[config.mk]
export PLATFORM = sky130hd
export DESIGN_NAME = rau_controller
export DESIGN_NICKNAME = d
export VERILOG_FILES = /design/src/hdl/rau_pkg.sv /design/src/hdl/rau_controller.sv
export SDC_FILE = /design/constraint.sdc
export NUM_CORES = 1
export LEC_CHECK = 0
export BUFFER_PORTS_ARGS = -buffer_cell sky130_fd_sc_hd__buf_2
export CORE_AREA = 8 8 46 62
export DETAILED_ROUTE_END_ITERATION = 6
export DIE_AREA = 0 0 54 70
export PLACE_DENSITY = 0.78
export SYNTH_ARGS = -nofsm -noshare
export SYNTH_HDL_FRONTEND = slang
export SYNTH_SLANG_ARGS = --single-unit
[constraint.sdc]
create_clock -name clock -period 3.88 [get_ports clock]
set_clock_uncertainty 0.15 [all_clocks]
set_input_delay 0.97 -clock clock [delete_from_list [all_inputs] [get_ports clock]]
set_output_delay 0.97 -clock clock [all_outputs]
set_load 0.01 [all_outputs]
[src/hdl/rau_pkg.sv]
// Shared types, command and status codes for the rational arithmetic unit.
package rau_pkg;

   localparam int unsigned MAG_WIDTH = 64;

   typedef enum logic [2:0] {
      CMD_NORM = 3'd0,
      CMD_ADD  = 3'd1,
      CMD_SUB  = 3'd2,
      CMD_MUL  = 3'd3,
      CMD_DIV  = 3'd4,
      CMD_CMP  = 3'd5
   } cmd_type;

   typedef enum logic [1:0] {
      ST_OK       = 2'd0,
      ST_ZERO_DEN = 2'd1,
      ST_DIV_ZERO = 2'd2,
      ST_OVERFLOW = 2'd3
   } status_type;

   typedef enum logic [3:0] {
      OP_LOAD_A,
      OP_LOAD_B,
      OP_LOAD_R,
      OP_GCD_STEP,
      OP_DIV_INIT,
      OP_DIV_STEP,
      OP_STORE_A,
      OP_STORE_B,
      OP_STORE_R,
      OP_MUL_X,
      OP_MUL_Y,
      OP_MUL_D,
      OP_COMBINE,
      OP_NONE
   } op_type;

   typedef struct packed {
      op_type     op;
      logic [1:0] div_sel;
   } dp_cmd_type;

   typedef struct packed {
      logic gcd_done;
      logic div_done;
      logic b_zero;
   } dp_status_type;

endpackage

[src/hdl/rau_controller.sv]
// Controller: sequences loading, gcd reduction, products and result reduction.
module rau_controller (
   input  logic                   clock,
   input  logic                   reset,
   input  logic                   start,
   input  logic [2:0]             cmd_code,
   input  logic                   a_den_zero,
   input  logic                   b_den_zero,
   input  rau_pkg::dp_status_type dp_stat,
   input  logic                   ovf_flag,
   input  logic                   out_free,
   output rau_pkg::dp_cmd_type    dp_cmd,
   output logic                   busy,
   output logic                   done,
   output logic [1:0]             status,
   output logic                   res_valid,
   output logic                   cmp_mode
);
   typedef enum logic [3:0] {
      S_IDLE, S_GCD, S_GDIV, S_QDIV, S_STORE, S_MULX, S_MULY, S_MULD,
      S_COMB, S_LOADR, S_FINISH
   } state_type;

   state_type  state_ff;
   logic [1:0] phase_ff;   // 0 operand a, 1 operand b, 2 result
   logic [1:0] part_ff;    // 0 numerator, 1 denominator
   logic [1:0] status_ff;
   logic       done_ff, rv_ff, cmp_ff;

   always_comb begin
      dp_cmd.op = rau_pkg::OP_NONE;
      dp_cmd.div_sel = part_ff;
      unique case (state_ff)
         S_IDLE:  if (start) dp_cmd.op = rau_pkg::OP_LOAD_A;
         S_GCD:   if (!dp_stat.gcd_done) begin dp_cmd.op = rau_pkg::OP_DIV_INIT; dp_cmd.div_sel = 2'd2; end
                  else begin dp_cmd.op = rau_pkg::OP_DIV_INIT; end
         S_GDIV:  begin dp_cmd.div_sel = 2'd2; dp_cmd.op = dp_stat.div_done ? rau_pkg::OP_GCD_STEP : rau_pkg::OP_DIV_STEP; end
         S_QDIV:  if (!dp_stat.div_done) dp_cmd.op = rau_pkg::OP_DIV_STEP;
                  else dp_cmd.op = (phase_ff == 2'd0) ? rau_pkg::OP_STORE_A :
                                   (phase_ff == 2'd1) ? rau_pkg::OP_STORE_B : rau_pkg::OP_STORE_R;
         S_STORE: if (part_ff == 2'd1 && phase_ff == 2'd0 && cmd_code != 3'(rau_pkg::CMD_NORM))
                     dp_cmd.op = rau_pkg::OP_LOAD_B;
         S_MULX:  dp_cmd.op = rau_pkg::OP_MUL_X;
         S_MULY:  dp_cmd.op = rau_pkg::OP_MUL_Y;
         S_MULD:  dp_cmd.op = rau_pkg::OP_MUL_D;
         S_COMB:  dp_cmd.op = rau_pkg::OP_COMBINE;
         S_LOADR: dp_cmd.op = rau_pkg::OP_LOAD_R;
         default: ;
      endcase
   end

   always_ff @(posedge clock) begin
      if (reset) begin
         state_ff <= S_IDLE; phase_ff <= '0; part_ff <= '0;
         status_ff <= 2'(rau_pkg::ST_OK); done_ff <= 1'b0; rv_ff <= 1'b0; cmp_ff <= 1'b0;
      end else begin
         done_ff <= 1'b0;
         unique case (state_ff)
            S_IDLE: if (start) begin
               phase_ff <= 2'd0; part_ff <= 2'd0; rv_ff <= 1'b0; cmp_ff <= 1'b0;
               status_ff <= 2'(rau_pkg::ST_OK);
               if (cmd_code > 3'(rau_pkg::CMD_CMP)) state_ff <= S_FINISH;
               else if (a_den_zero || (cmd_code != 3'(rau_pkg::CMD_NORM) && b_den_zero)) begin
                  status_ff <= 2'(rau_pkg::ST_ZERO_DEN); state_ff <= S_FINISH;
               end else state_ff <= S_GCD;
            end
            S_GCD:  state_ff <= dp_stat.gcd_done ? S_QDIV : S_GDIV;
            S_GDIV: if (dp_stat.div_done) state_ff <= S_GCD;
            S_QDIV: if (dp_stat.div_done) state_ff <= S_STORE;
            S_STORE: begin
               if (part_ff == 2'd0) begin part_ff <= 2'd1; state_ff <= S_GCD; end
               else begin
                  part_ff <= 2'd0;
                  if (phase_ff == 2'd0 && cmd_code != 3'(rau_pkg::CMD_NORM)) begin
                     phase_ff <= 2'd1; state_ff <= S_GCD;
                  end else if (phase_ff == 2'd0) begin
                     phase_ff <= 2'd2; state_ff <= S_LOADR;
                  end else if (phase_ff == 2'd1) begin
                     if (cmd_code == 3'(rau_pkg::CMD_DIV) && dp_stat.b_zero) begin
                        status_ff <= 2'(rau_pkg::ST_DIV_ZERO); state_ff <= S_FINISH;
                     end else state_ff <= S_MULX;
                  end else begin
                     rv_ff <= !ovf_flag;
                     if (ovf_flag) status_ff <= 2'(rau_pkg::ST_OVERFLOW);
                     state_ff <= S_FINISH;
                  end
               end
            end
            S_MULX: state_ff <= S_MULY;
            S_MULY: state_ff <= S_MULD;
            S_MULD: if (cmd_code == 3'(rau_pkg::CMD_CMP)) begin
               cmp_ff <= 1'b1; state_ff <= S_FINISH;
            end else state_ff <= S_COMB;
            S_COMB:  begin phase_ff <= 2'd2; state_ff <= S_LOADR; end
            S_LOADR: state_ff <= S_GCD;
            S_FINISH: if (out_free) begin done_ff <= 1'b1; state_ff <= S_IDLE; end
            default: state_ff <= S_IDLE;
         endcase
      end
   end

   assign busy      = (state_ff != S_IDLE);
   assign done      = done_ff;
   assign status    = status_ff;
   assign res_valid = rv_ff;
   assign cmp_mode  = cmp_ff;
endmodule

# Word level (Yosys, flattened, before mapping)
# Cells that the tools add are included.
[totals]
inputBits = 13
wordCells = 106
regBits = 13
[op_classes]
mux = 49
n_lt_le_gt_ge = 1
bitwise = 1
eq_ne = 26
reduce_logical = 22
[ops]
columns = ["op", "count"]
rows = [
  ["2-to-1 mux 4 bit", 16],
  ["one-hot mux 4 bit (11 select lines)", 1],
  ["one-hot mux 4 bit (10 select lines)", 1],
  ["2-to-1 mux 2 bit", 13],
  ["!= test 2 bit, second input constant", 9],
  ["== test 4 x 3 -> 1 bit, second input constant", 4],
  ["== test 4 bit, second input constant", 3],
  ["one-hot mux 2 bit (2 select lines)", 3],
  ["2-to-1 mux 1 bit", 11],
  ["!= test 3 bit, second input constant", 3],
  ["== test 4 x 2 -> 1 bit, second input constant", 2],
  ["AND reduction 4 bit", 2],
  ["AND reduction 7 bit", 1],
  ["== test 3 bit, second input constant", 2],
  ["one-hot mux 2 bit (3 select lines)", 1],
  ["AND reduction 6 bit", 1],
  ["nonzero test 3 bit", 2],
  ["logical AND 1 bit", 5],
  ["== test 2 x 1 -> 1 bit, second input constant", 2],
  ["== test 4 x 1 -> 1 bit, second input constant", 1],
  ["zero test 2 bit", 2],
  ["zero test 4 bit", 1],
  ["one-hot mux 1 bit (2 select lines)", 2],
  ["nonzero test 2 bit", 2],
  ["9 further kinds", 9],
]

# Depth between registers and ports, before layout
[logic_depth]
word_depth = 8
depth_mapped = 6
mapped_depth_nobuf = 5

# Least setup slack after synthesis
# OpenSTA, ideal clock, no wires.
[synth_path]
path_type = "in2out"
start = "in cmd_code[2]"
end = "out dp_cmd[4] in the netlist's numbering"
arrival_ps = 2004
cell_stages = 4
n_path_buf = 0
path_slack_ps = 756
cell_sequence = "or3_1 a21o_1 a211o_1 o211ai_1"
[synth_rtl]
columns = ["element", "line", "text"]
rows = [
  ["start, declared", "rau_controller.sv:6", "input logic [2:0] cmd_code,"],
  ["end, declared", "rau_controller.sv:12", "output rau_pkg::dp_cmd_type dp_cmd,"],
]

==> impl_metrics.json <==
{
  "status": "completed",
  "setup_tns_ns": 0,
  "hp-class": "reg2reg",
  "total_leakage_power_nw": 0.448,
  "drt-total-wl_mm": 2.95,
  "hold_violations": 0,
  "postLayoutCellArea_mm2": 0.00117,
  "core_mm2": 0.00195,
  "synth_edf_count": 0,
  "final_nets": 170,
  "max_freq_mhz": 290,
  "synth_seq_cells": 12,
  "routabilityCongestion": 0.924,
  "wl_per_cell_um": 16.7,
  "final_cells": 177,
  "ios": 25,
  "final_common_cell": "buf_2",
  "place_area_mm2": 0.00113,
  "cp_slowest_cell": "or3_1",
  "synth_warnings": 0,
  "start_util_pct": 53.3,
  "drv_slew": 0,
  "yosysTopAreaCell": "dfxtp_1",
  "cts_setup_buffers": 0,
  "place_hpwl_mm": 2.18,
  "critPathCapture": "dp_cmd[4]",
  "worstSkewPairLatency_ns": 0.28,
  "p_per_area_mw_per_mm2": 700,
  "vias_per_cell": 6.64,
  "r2r_setup_slack_ns": 1.52,
  "cp_max_fo": 7,
  "crit_path_start_kind": "input pin",
  "cts_root_buf": "clkbuf_4",
  "rsz0062_at_grt": "false",
  "maxCapViolCount": 0,
  "synthDistinctLibCells": 46,
  "setup-violations-final": 0,
  "reg2reg_from": "state_ff[2]",
  "cp_num_buf_inv": 2,
  "nFillCells": 185,
  "cts_resized": 0,
  "final_cell_mix": "24 x buf_2, 17 x a21oi_1, 12 x dfxtp_1",
  "rows": 19,
  "crit-reg2reg-capture": "res_valid",
  "dr.pass1.iters": 4,
  "cts_max_path_buffers": 2,
  "die_x_um": 54,
  "cp-startpoint": "cmd_code[2]",
  "drc_errors": 0,
  "crit_type": "in2out",
  "fin_crit_sh_pct": 88.9,
  "crit_required_ns": 2.76,
  "clkTransAtPathRegs_ns": 0.08,
  "path_cells": "buf_2 -> or3_1 -> a21o_1 -> a211o_1 -> o211ai_1 -> buf_2",
  "critPathTopFamily": "compound AO/OA/AOI/OAI gates",
  "drive_gt1_share_pct": 23.1,
  "dr_total_vias": 1175,
  "grt_pass1_wl_mm": 5.01,
  "irDropWorstVdd_v": 0.000344,
  "ys_top_cells_by_area": "dfxtp_1 23%, a21oi_1 8.2%, a211oi_1 7.2%",
  "crit_cells": 6,
  "worst_pin_slew_ns": 0.816,
  "cp.arrival_ns": 2.33,
  "overflow": 0,
  "rr_worst_depth": 3,
  "slew_headroom_pct": 45.5,
  "endpoint_kind": "output port",
  "antenna_found_initial": 0,
  "n_antenna_cell": 0,
  "htreeDepth": 1,
  "dpl.cell_count": 173,
  "cts_tree": "done",
  "hold_buffers": 0,
  "syn-num-nets": 151,
  "final_util_pct": 60.1,
  "syn_area_mm2": 0.00104,
  "area_delta_synth_final_pct": 12.8,
  "portBuffers": 24,
  "synthCells": 138,
  "cpPeakStageDelay_ns": 0.46,
  "synthArstFlopShare_pct": 0,
  "layout_min_cycle_time_ns": 3.45,
  "first_iter_violations": 60,
  "die_h_um": 70,
  "synth_top_area_share_pct": 23.1,
  "grt_usage_pct": 16.4,
  "synth_ff_type": "dfxtp_1",
  "syn_area_per_cell_um2": 7.53,
  "cp_common_cell": "buf_2",
  "grt_max_degree": 24,
  "die_area_mm2": 0.00378,
  "grt_pass1_vias": 1123,
  "cts_num_sinks": 12,
  "cts_made_buffers": 3,
  "postRouteAntennaNets": 0,
  "yosysSeqAreaShare_pct": 23.1
}
-- registers in the layout, summed over array words and instances (netlist names) --
signal / flops
cmp_mode: 1
done: 1
part_ff: 1
status: 2
state_ff: 4
phase_ff: 2
res_valid: 1
-- area by class of cell --
type / instances / area [µm²] / share of cell area, %
repair buffers: 24 / 120 / 10.3
inverters: 6 / 22.5 / 1.92
multi-input cells: 110 / 726 / 62.0
clock buffers: 4 / 36.3 / 3.10
well taps: 21 / 26.3 / 2.24
flip-flops and latches: 12 / 240 / 20.5
-- cell families (layout without fill, tap and decap cells) --
kind of cell	Yosys count	after routing	share of synthesized area [%]
AOI/OAI and AO/OA	56	56	38.3
buffers and inverters	16	34	6.99
DFF	12	12	23.1
muxes	2	2	2.05
and+or+nand+nor	52	52	29.5
-- worst min-delay path by stage --
stage              start   endpoint  slack, ns  depth (start not counted)
5_1_grt        status[0]  status[0]       0.34                          2
3_3_place_gp   status[0]  status[0]       0.29                          2
6_report       status[0]  status[0]       0.31                          2
4_1_cts        status[0]  status[0]       0.32                          2
2_1_floorplan  status[0]  status[0]       0.33                          2
3_5_place_dp   status[0]  status[0]       0.30                          2
-- cell usage after synthesis (all sizes together) (2+ instances only) --
master and n:
a211o 2, a211oi 10, a21o 4, a21oi 17, a311oi 2, buf 6
clkbuf 4, dfxtp 12, inv 6, nand2 6, nand2b 7, nand3 2
nor2 11, nor2b 3, nor3 9, nor4b 2, o21a 2, o21ai 5
o32ai 2, or2 2, or4b 2
-- tightest hold or removal path, cell delays in order, from the launching register on --
cell      delay, ns
dfxtp_1        0.31
inv_1          0.05
a211oi_1       0.05
-- stage by stage --
stage	total power [W]	hold slack, ns	worst slack (ns)
after floorplan	0.000590	0.328	0.756
after global placement	0.000704	0.292	0.473
after detailed placement	0.000712	0.302	0.448
after CTS	0.000817	0.317	0.438
after global routing	0.000889	0.336	0.356
final	0.000820	0.311	0.430
-- per-layer routing --
layer	share of wire, %	wire [µm]	global-route usage, %	up-vias
met2	50	1460	26.4	49
met5	0	0	0	-
met1	42	1230	20.8	548
met4	2.9	87	7.69	0
met3	5.9	174	1.27	10
li1	-	-	-	568
-- report_power, final --
group          switching [W]  internal [W]
Combinational       0.000246      0.000207
Sequential          0.000110      0.000154
Clock              0.0000464     0.0000571
Power figures use the tool's default switching activity.
