$ cat src/hdl/rau_pkg.sv
// Shared types, command and status codes for the rational arithmetic unit.
package rau_pkg;

   localparam int unsigned MAG_WIDTH = 64;

   typedef enum logic [2:0] {
      CMD_NORM = 3'd0,
      CMD_ADD  = 3'd1,
      CMD_SUB  = 3'd2,
      CMD_MUL  = 3'd3,
      CMD_DIV  = 3'd4,
      CMD_CMP  = 3'd5
   } cmd_type;

   typedef enum logic [1:0] {
      ST_OK       = 2'd0,
      ST_ZERO_DEN = 2'd1,
      ST_DIV_ZERO = 2'd2,
      ST_OVERFLOW = 2'd3
   } status_type;

   typedef enum logic [3:0] {
      OP_LOAD_A,
      OP_LOAD_B,
      OP_LOAD_R,
      OP_GCD_STEP,
      OP_DIV_INIT,
      OP_DIV_STEP,
      OP_STORE_A,
      OP_STORE_B,
      OP_STORE_R,
      OP_MUL_X,
      OP_MUL_Y,
      OP_MUL_D,
      OP_COMBINE,
      OP_NONE
   } op_type;

   typedef struct packed {
      op_type     op;
      logic [1:0] div_sel;
   } dp_cmd_type;

   typedef struct packed {
      logic gcd_done;
      logic div_done;
      logic b_zero;
   } dp_status_type;

endpackage

$ cat src/hdl/rau_datapath.sv
// Datapath: operand registers, shared Euclid remainder unit, serial divider, multiplier.
module rau_datapath #(
   parameter int unsigned DATA_WIDTH = 32
) (
   input  logic                  clock,
   input  logic [2:0]            cmd_code,
   input  logic [DATA_WIDTH-1:0] a_num,
   input  logic [DATA_WIDTH-1:0] a_den,
   input  logic [DATA_WIDTH-1:0] b_num,
   input  logic [DATA_WIDTH-1:0] b_den,
   input  rau_pkg::dp_cmd_type   dp_cmd,
   output rau_pkg::dp_status_type dp_stat,
   output logic [31:0]           res_num,
   output logic [30:0]           res_den,
   output logic                  less_flag,
   output logic                  equal_flag,
   output logic                  ovf_flag
);
   localparam int unsigned MW = rau_pkg::MAG_WIDTH;
   localparam int unsigned CW = $clog2(MW + 1);
   localparam logic [MW-1:0] LIM = MW'(1) << (DATA_WIDTH - 1);

   logic          an_ff, bn_ff, rn_ff;
   logic [MW-1:0] am_ff, ad_ff, bm_ff, bd_ff, rm_ff, rd_ff;
   logic [MW-1:0] gx_ff, gy_ff, qm_ff, qd_ff;
   logic [MW-1:0] dn_ff, dq_ff, dr_ff;
   logic [CW-1:0] dc_ff;
   logic [MW-1:0] px_ff, py_ff, pd_ff;
   logic          xn_ff;
   logic [DATA_WIDTH-1:0] sn, sd;
   logic [MW-1:0] mag_n, mag_d, gmod, g_use, rem_sh, mul_a, mul_b, mul_p;
   logic          neg_n, neg_d, lt;
   logic [MW:0]   rem_try;

   always_comb begin
      sn = (cmd_code == 3'(rau_pkg::CMD_NORM)) ? a_num : a_num;
      sd = a_den;
      if (dp_cmd.op == rau_pkg::OP_LOAD_B) begin
         sn = b_num;
         sd = b_den;
      end
      neg_n = sn[DATA_WIDTH-1];
      neg_d = sd[DATA_WIDTH-1];
      mag_n = neg_n ? MW'(-$signed({1'b1, sn})) : MW'(sn);
      mag_d = neg_d ? MW'(-$signed({1'b1, sd})) : MW'(sd);
   end

   // one remainder bit per step over the divider registers
   always_comb begin
      rem_sh  = {dr_ff[MW-2:0], dn_ff[MW-1]};
      rem_try = {1'b0, rem_sh} - {1'b0, (dp_cmd.div_sel == 2'd2) ? gy_ff : g_use};
      if (dr_ff[MW-1]) rem_try[MW] = 1'b0;
   end

   assign g_use = (gx_ff == '0) ? MW'(1) : gx_ff;
   assign gmod  = dr_ff;

   always_comb begin
      mul_a = '0;
      mul_b = '0;
      unique case (dp_cmd.op)
         rau_pkg::OP_MUL_X: begin mul_a = am_ff; mul_b = (cmd_code == 3'(rau_pkg::CMD_MUL)) ? bm_ff : bd_ff; end
         rau_pkg::OP_MUL_Y: begin mul_a = (cmd_code == 3'(rau_pkg::CMD_DIV) || cmd_code == 3'(rau_pkg::CMD_MUL)) ? ad_ff : bm_ff;
                                  mul_b = (cmd_code == 3'(rau_pkg::CMD_DIV)) ? bm_ff : (cmd_code == 3'(rau_pkg::CMD_MUL) ? bd_ff : ad_ff); end
         rau_pkg::OP_MUL_D: begin mul_a = ad_ff; mul_b = bd_ff; end
         default: ;
      endcase
      mul_p = MW'(mul_a[31:0] * mul_b[31:0]);
   end

   always_comb begin
      if (xn_ff != bn_ff) lt = xn_ff && (px_ff != '0 || py_ff != '0);
      else lt = xn_ff ? (px_ff > py_ff) : (px_ff < py_ff);
      if (px_ff == '0 && py_ff == '0) lt = 1'b0;
      else if (px_ff == '0) lt = !bn_ff;
      else if (py_ff == '0) lt = xn_ff;
   end

   always_ff @(posedge clock) begin
      unique case (dp_cmd.op)
         rau_pkg::OP_LOAD_A, rau_pkg::OP_LOAD_B: begin
            rn_ff <= neg_n ^ neg_d;
            rm_ff <= mag_n;
            rd_ff <= mag_d;
            gx_ff <= mag_n;
            gy_ff <= mag_d;
         end
         rau_pkg::OP_LOAD_R: begin
            gx_ff <= rm_ff;
            gy_ff <= rd_ff;
         end
         rau_pkg::OP_GCD_STEP: begin
            // gx mod gy through the serial divider, then rotate
            gx_ff <= gy_ff;
            gy_ff <= gmod;
         end
         rau_pkg::OP_DIV_INIT: begin
            dn_ff <= (dp_cmd.div_sel == 2'd2) ? gx_ff : (dp_cmd.div_sel == 2'd0 ? rm_ff : rd_ff);
            dr_ff <= '0;
            dq_ff <= '0;
            dc_ff <= CW'(MW);
         end
         rau_pkg::OP_DIV_STEP: begin
            dn_ff <= {dn_ff[MW-2:0], 1'b0};
            if (!rem_try[MW]) begin
               dr_ff <= rem_try[MW-1:0];
               dq_ff <= {dq_ff[MW-2:0], 1'b1};
            end else begin
               dr_ff <= rem_sh;
               dq_ff <= {dq_ff[MW-2:0], 1'b0};
            end
            dc_ff <= dc_ff - CW'(1);
         end
         rau_pkg::OP_STORE_A: if (dp_cmd.div_sel == 2'd0) am_ff <= dq_ff; else begin ad_ff <= dq_ff; an_ff <= rn_ff && am_ff != '0; end
         rau_pkg::OP_STORE_B: if (dp_cmd.div_sel == 2'd0) bm_ff <= dq_ff; else begin bd_ff <= dq_ff; bn_ff <= rn_ff && bm_ff != '0; end
         rau_pkg::OP_STORE_R: if (dp_cmd.div_sel == 2'd0) qm_ff <= dq_ff; else qd_ff <= dq_ff;
         rau_pkg::OP_MUL_X: begin px_ff <= mul_p; xn_ff <= an_ff; end
         rau_pkg::OP_MUL_Y: begin
            py_ff <= mul_p;
            if (cmd_code == 3'(rau_pkg::CMD_SUB)) bn_ff <= !bn_ff && bm_ff != '0;
         end
         rau_pkg::OP_MUL_D: pd_ff <= mul_p;
         rau_pkg::OP_COMBINE: begin
            rd_ff <= pd_ff;
            if (cmd_code == 3'(rau_pkg::CMD_MUL) || cmd_code == 3'(rau_pkg::CMD_DIV)) begin
               rn_ff <= an_ff ^ bn_ff;
               rm_ff <= px_ff;
               if (cmd_code == 3'(rau_pkg::CMD_DIV)) rd_ff <= py_ff;
            end else if (xn_ff == bn_ff) begin
               rn_ff <= xn_ff;
               rm_ff <= px_ff + py_ff;
            end else if (px_ff >= py_ff) begin
               rn_ff <= xn_ff;
               rm_ff <= px_ff - py_ff;
            end else begin
               rn_ff <= bn_ff;
               rm_ff <= py_ff - px_ff;
            end
         end
         default: ;
      endcase
   end

   logic rneg;
   assign rneg = rn_ff && qm_ff != '0;
   assign dp_stat.gcd_done = (gy_ff == '0);
   assign dp_stat.div_done = (dc_ff == '0);
   assign dp_stat.b_zero   = (bm_ff == '0);
   assign ovf_flag   = (qd_ff > LIM - MW'(1)) || (qm_ff > (rneg ? LIM : LIM - MW'(1)));
   assign res_num    = rneg ? 32'(-qm_ff) : qm_ff[31:0];
   assign res_den    = qd_ff[30:0];
   assign less_flag  = lt;
   assign equal_flag = (an_ff == bn_ff) && (am_ff == bm_ff) && (ad_ff == bd_ff);
endmodule

$ cat config.mk
export PLATFORM = sky130hd
export DESIGN_NAME = rau_datapath
export DESIGN_NICKNAME = d
export VERILOG_FILES = /design/src/hdl/rau_pkg.sv /design/src/hdl/rau_datapath.sv
export SDC_FILE = /design/constraint.sdc
export NUM_CORES = 2
export LEC_CHECK = 0
export BUFFER_PORTS_ARGS = -buffer_cell sky130_fd_sc_hd__buf_2
export CORE_ASPECT_RATIO = 0.8
export CORE_UTILIZATION = 25
export CTS_CLUSTER_DIAMETER = 100
export DETAILED_ROUTE_END_ITERATION = 10
export GPL_TIMING_DRIVEN = 0
export MAX_ROUTING_LAYER = met4
export PLACE_DENSITY = 0.42
export SLEW_MARGIN = 30
export SYNTH_ARGS = -nofsm -noshare
export SYNTH_HDL_FRONTEND = slang
export SYNTH_SLANG_ARGS = --single-unit
$ cat constraint.sdc
create_clock -name clock -period 17.7 [get_ports clock]
set_input_delay 0.885 -clock clock [delete_from_list [all_inputs] [get_ports clock]]
set_output_delay 0.885 -clock clock [all_outputs]
set_load 0.02 [all_outputs]
# Yosys cells after proc, flatten, opt, wreduce, memory -nomap -nowiden
# Cells that the tools add are included.
[classes] add_sub_neg=8 multipliers=1 order_cmp=5 n_eq_ne=23 muxes=44 n_bitwise=3 reduce_logical=37
[ops] operator="$mux W64" count=12
[ops] operator="$pmux W64 S2" count=5
[ops] operator="$pmux W64 S3" count=2
[ops] operator="$logic_not A64 Y1" count=5
[ops] operator="$reduce_bool A64 Y1" count=5
[ops] operator="$mux W32" count=8
[ops] operator="$pmux W32 S3" count=2
[ops] operator="$eq A64 B64 Y1" count=2
[ops] operator="$neg A33 Y64" count=2
[ops] operator="$sub A64 B64 Y64" count=2
[ops] operator="$sub A64 B64 Y65" count=1
[ops] operator="$add A64 B64 Y64" count=1
[ops] operator="$ge A64 B64 Y1" count=1
[ops] operator="$gt A64 B31 Y1 const B" count=1
[ops] operator="$gt A64 B32 Y1" count=1
[ops] operator="$gt A64 B64 Y1" count=1
[ops] operator="$lt A64 B64 Y1" count=1
[ops] operator="$mul A32 B32 Y64" count=1
[ops] operator="$neg A32 Y32" count=1
[ops] operator="$eq A4 B4 Y1 const B" count=5
[ops] operator="$eq A4 B3 Y1 const B" count=4
[ops] operator="$pmux W7 S2" count=1
[ops] operator="$mux W1" count=12
[ops] operator="$reduce_and A2 Y1" count=6
[ops] operator="other kinds (22)" count=39
[word_totals] ff_bits=1035 out_inout_bits=69 elab_cells=142

# Depth between registers and ports, before layout
[depth] depth_word=7 ltp_mapped=37 depth_no_buf=32

# Worst setup path after synthesis
# OpenSTA, ideal clock, no wires.
[synth_timing] kind="in2reg" from="input port dp_cmd[3] (netlist name)" to="register rd_ff[0], enable pin" t_arrival_ns=11.084 slack_ns=5.809 path_stages=4 n_path_buf=3 path_cell_list="clkbuf_1 > clkbuf_1 > clkbuf_1 > o31ai_1"
[synth_between] elab_chain_cells=3 word_cells_on_any_way=5 classes_between="eq/ne (2); reduce/logical (3)"
[synth_lines] element="start, declared" line="rau_datapath.sv:11" rtl="input rau_pkg::dp_cmd_type dp_cmd,"
[synth_lines] element="$eq A4 B1 Y1 or $logic_not A4 Y1 (tied branches)" line="rau_datapath.sv:80" rtl="unique case (dp_cmd.op)"
[synth_lines] element="$reduce_or A2 Y1" line="rau_datapath.sv:80"
[synth_lines] element="$reduce_bool A2 Y1 (no line) (*)"
[synth_lines] element="end signal, assigned" line="rau_datapath.sv:84" rtl="rd_ff <= mag_d;"
[synth_lines] element="end signal, assigned" line="rau_datapath.sv:124" rtl="rd_ff <= pd_ff;"
[synth_lines] element="end signal, assigned" line="rau_datapath.sv:128" rtl="if (cmd_code == 3'(rau_pkg::CMD_DIV)) rd_ff <= py_ff;"
[synth_lines] element="end, declared" line="rau_datapath.sv:24" rtl="logic [MW-1:0] am_ff, ad_ff, bm_ff, bd_ff, rm_ff, rd_ff;"
# Every way passes the cells marked *; elsewhere a longest branch is shown, timed or not.
# A chain may end at the register's enable or synchronous reset.

# Worst setup path in the final report
[layout_timing] from="input port cmd_code[2]" to="register pd_ff[59], data pin"
[layout_between] elab_chain_cells=5 word_cells_on_any_way=10 classes_between="mul (1); eq/ne (2); mux (6); reduce/logical (1)"
[layout_lines] element="start, declared" line="rau_datapath.sv:6" rtl="input logic [2:0] cmd_code,"
[layout_lines] element="$eq A3 B2 Y1 or $eq A3 B3 Y1 (tied branches)" line="rau_datapath.sv:62, rau_datapath.sv:63, rau_datapath.sv:64"
[layout_lines] element="$mux W32 or $logic_or A1 B1 Y1 (tied branches)" line="rau_datapath.sv:64, rau_datapath.sv:63"
[layout_lines] element="$mux W32, on equally long branches" line="rau_datapath.sv:64, rau_datapath.sv:63"
[layout_lines] element="$pmux W32 S3" line="rau_datapath.sv:61" rtl="unique case (dp_cmd.op)"
[layout_lines] element="$mul A32 B32 Y64 (*)" line="rau_datapath.sv:68" rtl="mul_p = MW'(mul_a[31:0] * mul_b[31:0]);"
[layout_lines] element="named net mul_p[59]" line="rau_datapath.sv:31" rtl="logic [MW-1:0] mag_n, mag_d, gmod, g_use, rem_sh, mul_a, mul_b, mul_p;"
[layout_lines] element="end signal, assigned" line="rau_datapath.sv:122" rtl="rau_pkg::OP_MUL_D: pd_ff <= mul_p;"
[layout_lines] element="end, declared" line="rau_datapath.sv:28" rtl="logic [MW-1:0] px_ff, py_ff, pd_ff;"
# The timed path passes the listed nets; every way through them passes the cells marked *.

==> flow_summary.toml <==
[clocking]
ctsHtreeMaxLevel = 3
cts_root_buffer = "clkbuf_16"
cts_sinks = 1035
cts_setup_buffers = 0
cts_tree = "done"
cts_buffer_depth = 3
clkTransAtPathRegs_ns = 0.06
cts_resized = 0
cts_hold_buf = 0
clock_latency_ns = 0.82
cts_buffers = 116

[yosys]
ys_top_cells_by_area = "edfxtp_1 (33%), fa_1 (19%), ha_1 (7.3%)"
synth-xor-area-share_pct = 3.52
synth_compound_area_share_pct = 12.7
async_reset_ff_share_pct = 0
synth_fa_ha_area_share_pct = 26.2
synth.net_count = 11400
synth_top_area_share_pct = 32.7
yosys-mux-area-fraction_pct = 3.93
synth_area_leader_cell = "edfxtp_1"
netlist_area_um2 = 95100
syn_area_per_cell_um2 = 9.67
synth-edff-count = 1035
ys_ff_latch = 1035
netlist_instances = 9842
yosys_warnings = 0
yosys.area_share.simple_pct = 14.1
ys_types = 93
synthTopCellsByCount = "nor2_1 (1134), inv_1 (1115), edfxtp_1 (1035)"
synth_ff_type = "edfxtp_1"
synth.yosys.seq_area_share_pct = 32.7
synth_top_family_by_area = "adder cells"
yosysMostFrequentCell = "nor2_1"

[sta]
hold_viol = 0
fin_crit_ns = 12.56
setup_viol = 0
timing.fmax_mhz = 79.6
rsz0062_at_grt = "false"
relSlewSlack_pct = 22.0
worst_pin_slew_ns = 1.17
slew_violations = 0
post-route-period-util_pct = 70.9
fin_setup_tns_ns = 0
holdWs_ns = 0.526
skew_ns = 0.0700

[min_path]
min_path_type = "reg2reg"
hold_start = "dn_ff[24]"

[worst_setup_path]
critical_path.max_stage_delay_ns = 0.82
cp.arrival_ns = 13.05
cp_num_buf_inv = 8
start_kind = "input pin"
required_ns = 18.19
path_max_fanout = 10
cp_slowest_cell = "clkbuf_1"
critical_path.most_common_cell = "fa_1"
cp-startpoint = "cmd_code[2]"
cp_top_family = "adder cells"
end_kind = "register"
crit_type = "in2reg"
r2r-start = "bd_ff[8]"

[flow_run]
maxCapViolations = 0

[floorplan]
fp.dieW_um = 692
die_h_um = 554
io_pins = 207
die_area_um2 = 383000
initial_utilization_pct = 25.1
fp-row-count = 202
core-area_um2 = 379000

[power]
peakVddDrop_uv = 79.6
power_leakage_nw = 44.4
power_density_nw_per_um2 = 62.0
total_power_mw = 6.80

[detailed_routing]
avgRoutedWirePerCell_um = 32.7
drt-total-wl_mm = 505
drt_first_iter_violations = 9000
drt_drc_violations_left = 0
vias = 81700
viasPerCell = 5.29
ant_nets = 0
first_pass_iters = 6

[grt]
track_usage_pct = 26.4
overflow = 0
grt_start_max_net_pins = 44
antenna_found_initial = 56
grt_pass1_vias = 81200
grt_pass1_wl_mm = 688

[final_layout]
fillCellCount = 40000
utilization_pct = 28.9
final_cell_area_um2 = 110000
drive_above_1_share_pct = 8.63
area.growth.synth_to_final_pct = 15.2
fin_nets = 11900

[placement]
place_area_um2 = 106000
place.gp.congestion = 1.05
dp_hpwl_mm = 424
numPortBuffers = 204

[status]
outcome = "complete, no violations"
-- area by class of cell --
class / instances / area, um2 / share of cell area, %
antenna: 29 / 72.6 / 0.0662
inverter: 1118 / 4200 / 3.83
timing repair buffer: 359 / 3360 / 3.07
sequential: 1035 / 31100 / 28.4
tap: 4998 / 6250 / 5.71
buffer: 549 / 2470 / 2.25
multi-input combinational: 7140 / 58200 / 53.1
clock inverter: 75 / 897 / 0.819
clock buffer: 139 / 3030 / 2.77
-- sequential cells by signal, indices dropped and copies added (netlist names) --
register  cells
ad_ff        64
am_ff        64
bd_ff        64
bm_ff        64
dn_ff        64
dq_ff        64
dr_ff        64
gx_ff        64
gy_ff        64
pd_ff        64
px_ff        64
py_ff        64
qd_ff        64
qm_ff        64
rd_ff        64
rm_ff        64
dc_ff         7
an_ff         1
bn_ff         1
rn_ff         1
xn_ff         1
-- metrics by stage --
stage | setup slack, ns | std cells
global route | 4.82 | 15400
floorplan | 5.81 | 9842
finish | 5.14 | 15400
CTS | 5.30 | 15400
detailed placement | 4.46 | 15200
global placement | -2.26 | 15000
-- worst min-delay path, stage by stage (launching register included) --
cell and delay, ns:
edfxtp_1 0.33, nand2_1 0.04, o21ai_0 0.06
-- cells by family after synthesis --
| group | count (synthesis) |
|---|---|
| AOI/OAI and AO/OA | 1919 |
| xor gates and xnor gates | 382 |
| adders and majority gates | 1454 |
| buffers and inverters | 1667 |
| DFF | 1035 |
| muxes | 373 |
| and+or+nand+nor | 3012 |
-- power by group --
| part | total (mW) | internal (mW) | switching, mW |
|---|---|---|---|
| sequential | 2.88 | 2.78 | 0.0929 |
| combinational | 1.37 | 0.406 | 0.967 |
| clock | 2.55 | 1.44 | 1.10 |
-- cells in the final DEF (no fill, tap or decap), types with 48 or more instances in the layout --
master     count
fa_1         900
buf_4         78
a21o_1       129
clkbuf_2     111
nand3_1       96
nand4_1      125
nor4_1       176
ha_1         554
o31ai_1       59
and2_1        93
mux2i_1      365
o21bai_1      82
o21a_1        58
a31oi_1       86
nor3_1       142
o21ai_0      366
xnor2_1      226
buf_2        273
a22o_1        65
nor2b_1       53
a21oi_1      632
inv_1       1114
nand2b_1      54
a211oi_1      59
buf_16        48
clkbuf_1     330
xor2_1       151
nor2_1      1127
clkbuf_16    118
nand2_1      975
edfxtp_1    1035
-- path summary, 6_finish.rpt --
path	to	cells past startpoint	slack (ns)
setup reg to reg	pd_ff[60]	29	6.56
setup / recovery	pd_ff[59]	33	5.14
hold / removal	dn_ff[25]	2	0.53
hold reg to reg	dn_ff[25]	2	0.53
-- per-layer routing --
| layer | routed length (um) | share of wire, % | track usage, % |
|---|---|---|---|
| met5 | 0 | 0 | - |
| met4 | 21900 | 4.3 | 9.20 |
| met3 | 37200 | 7.4 | 3.96 |
| met2 | 219000 | 43 | 39.6 |
| met1 | 227000 | 45 | 36.3 |
(Power assumes the default switching activity.)
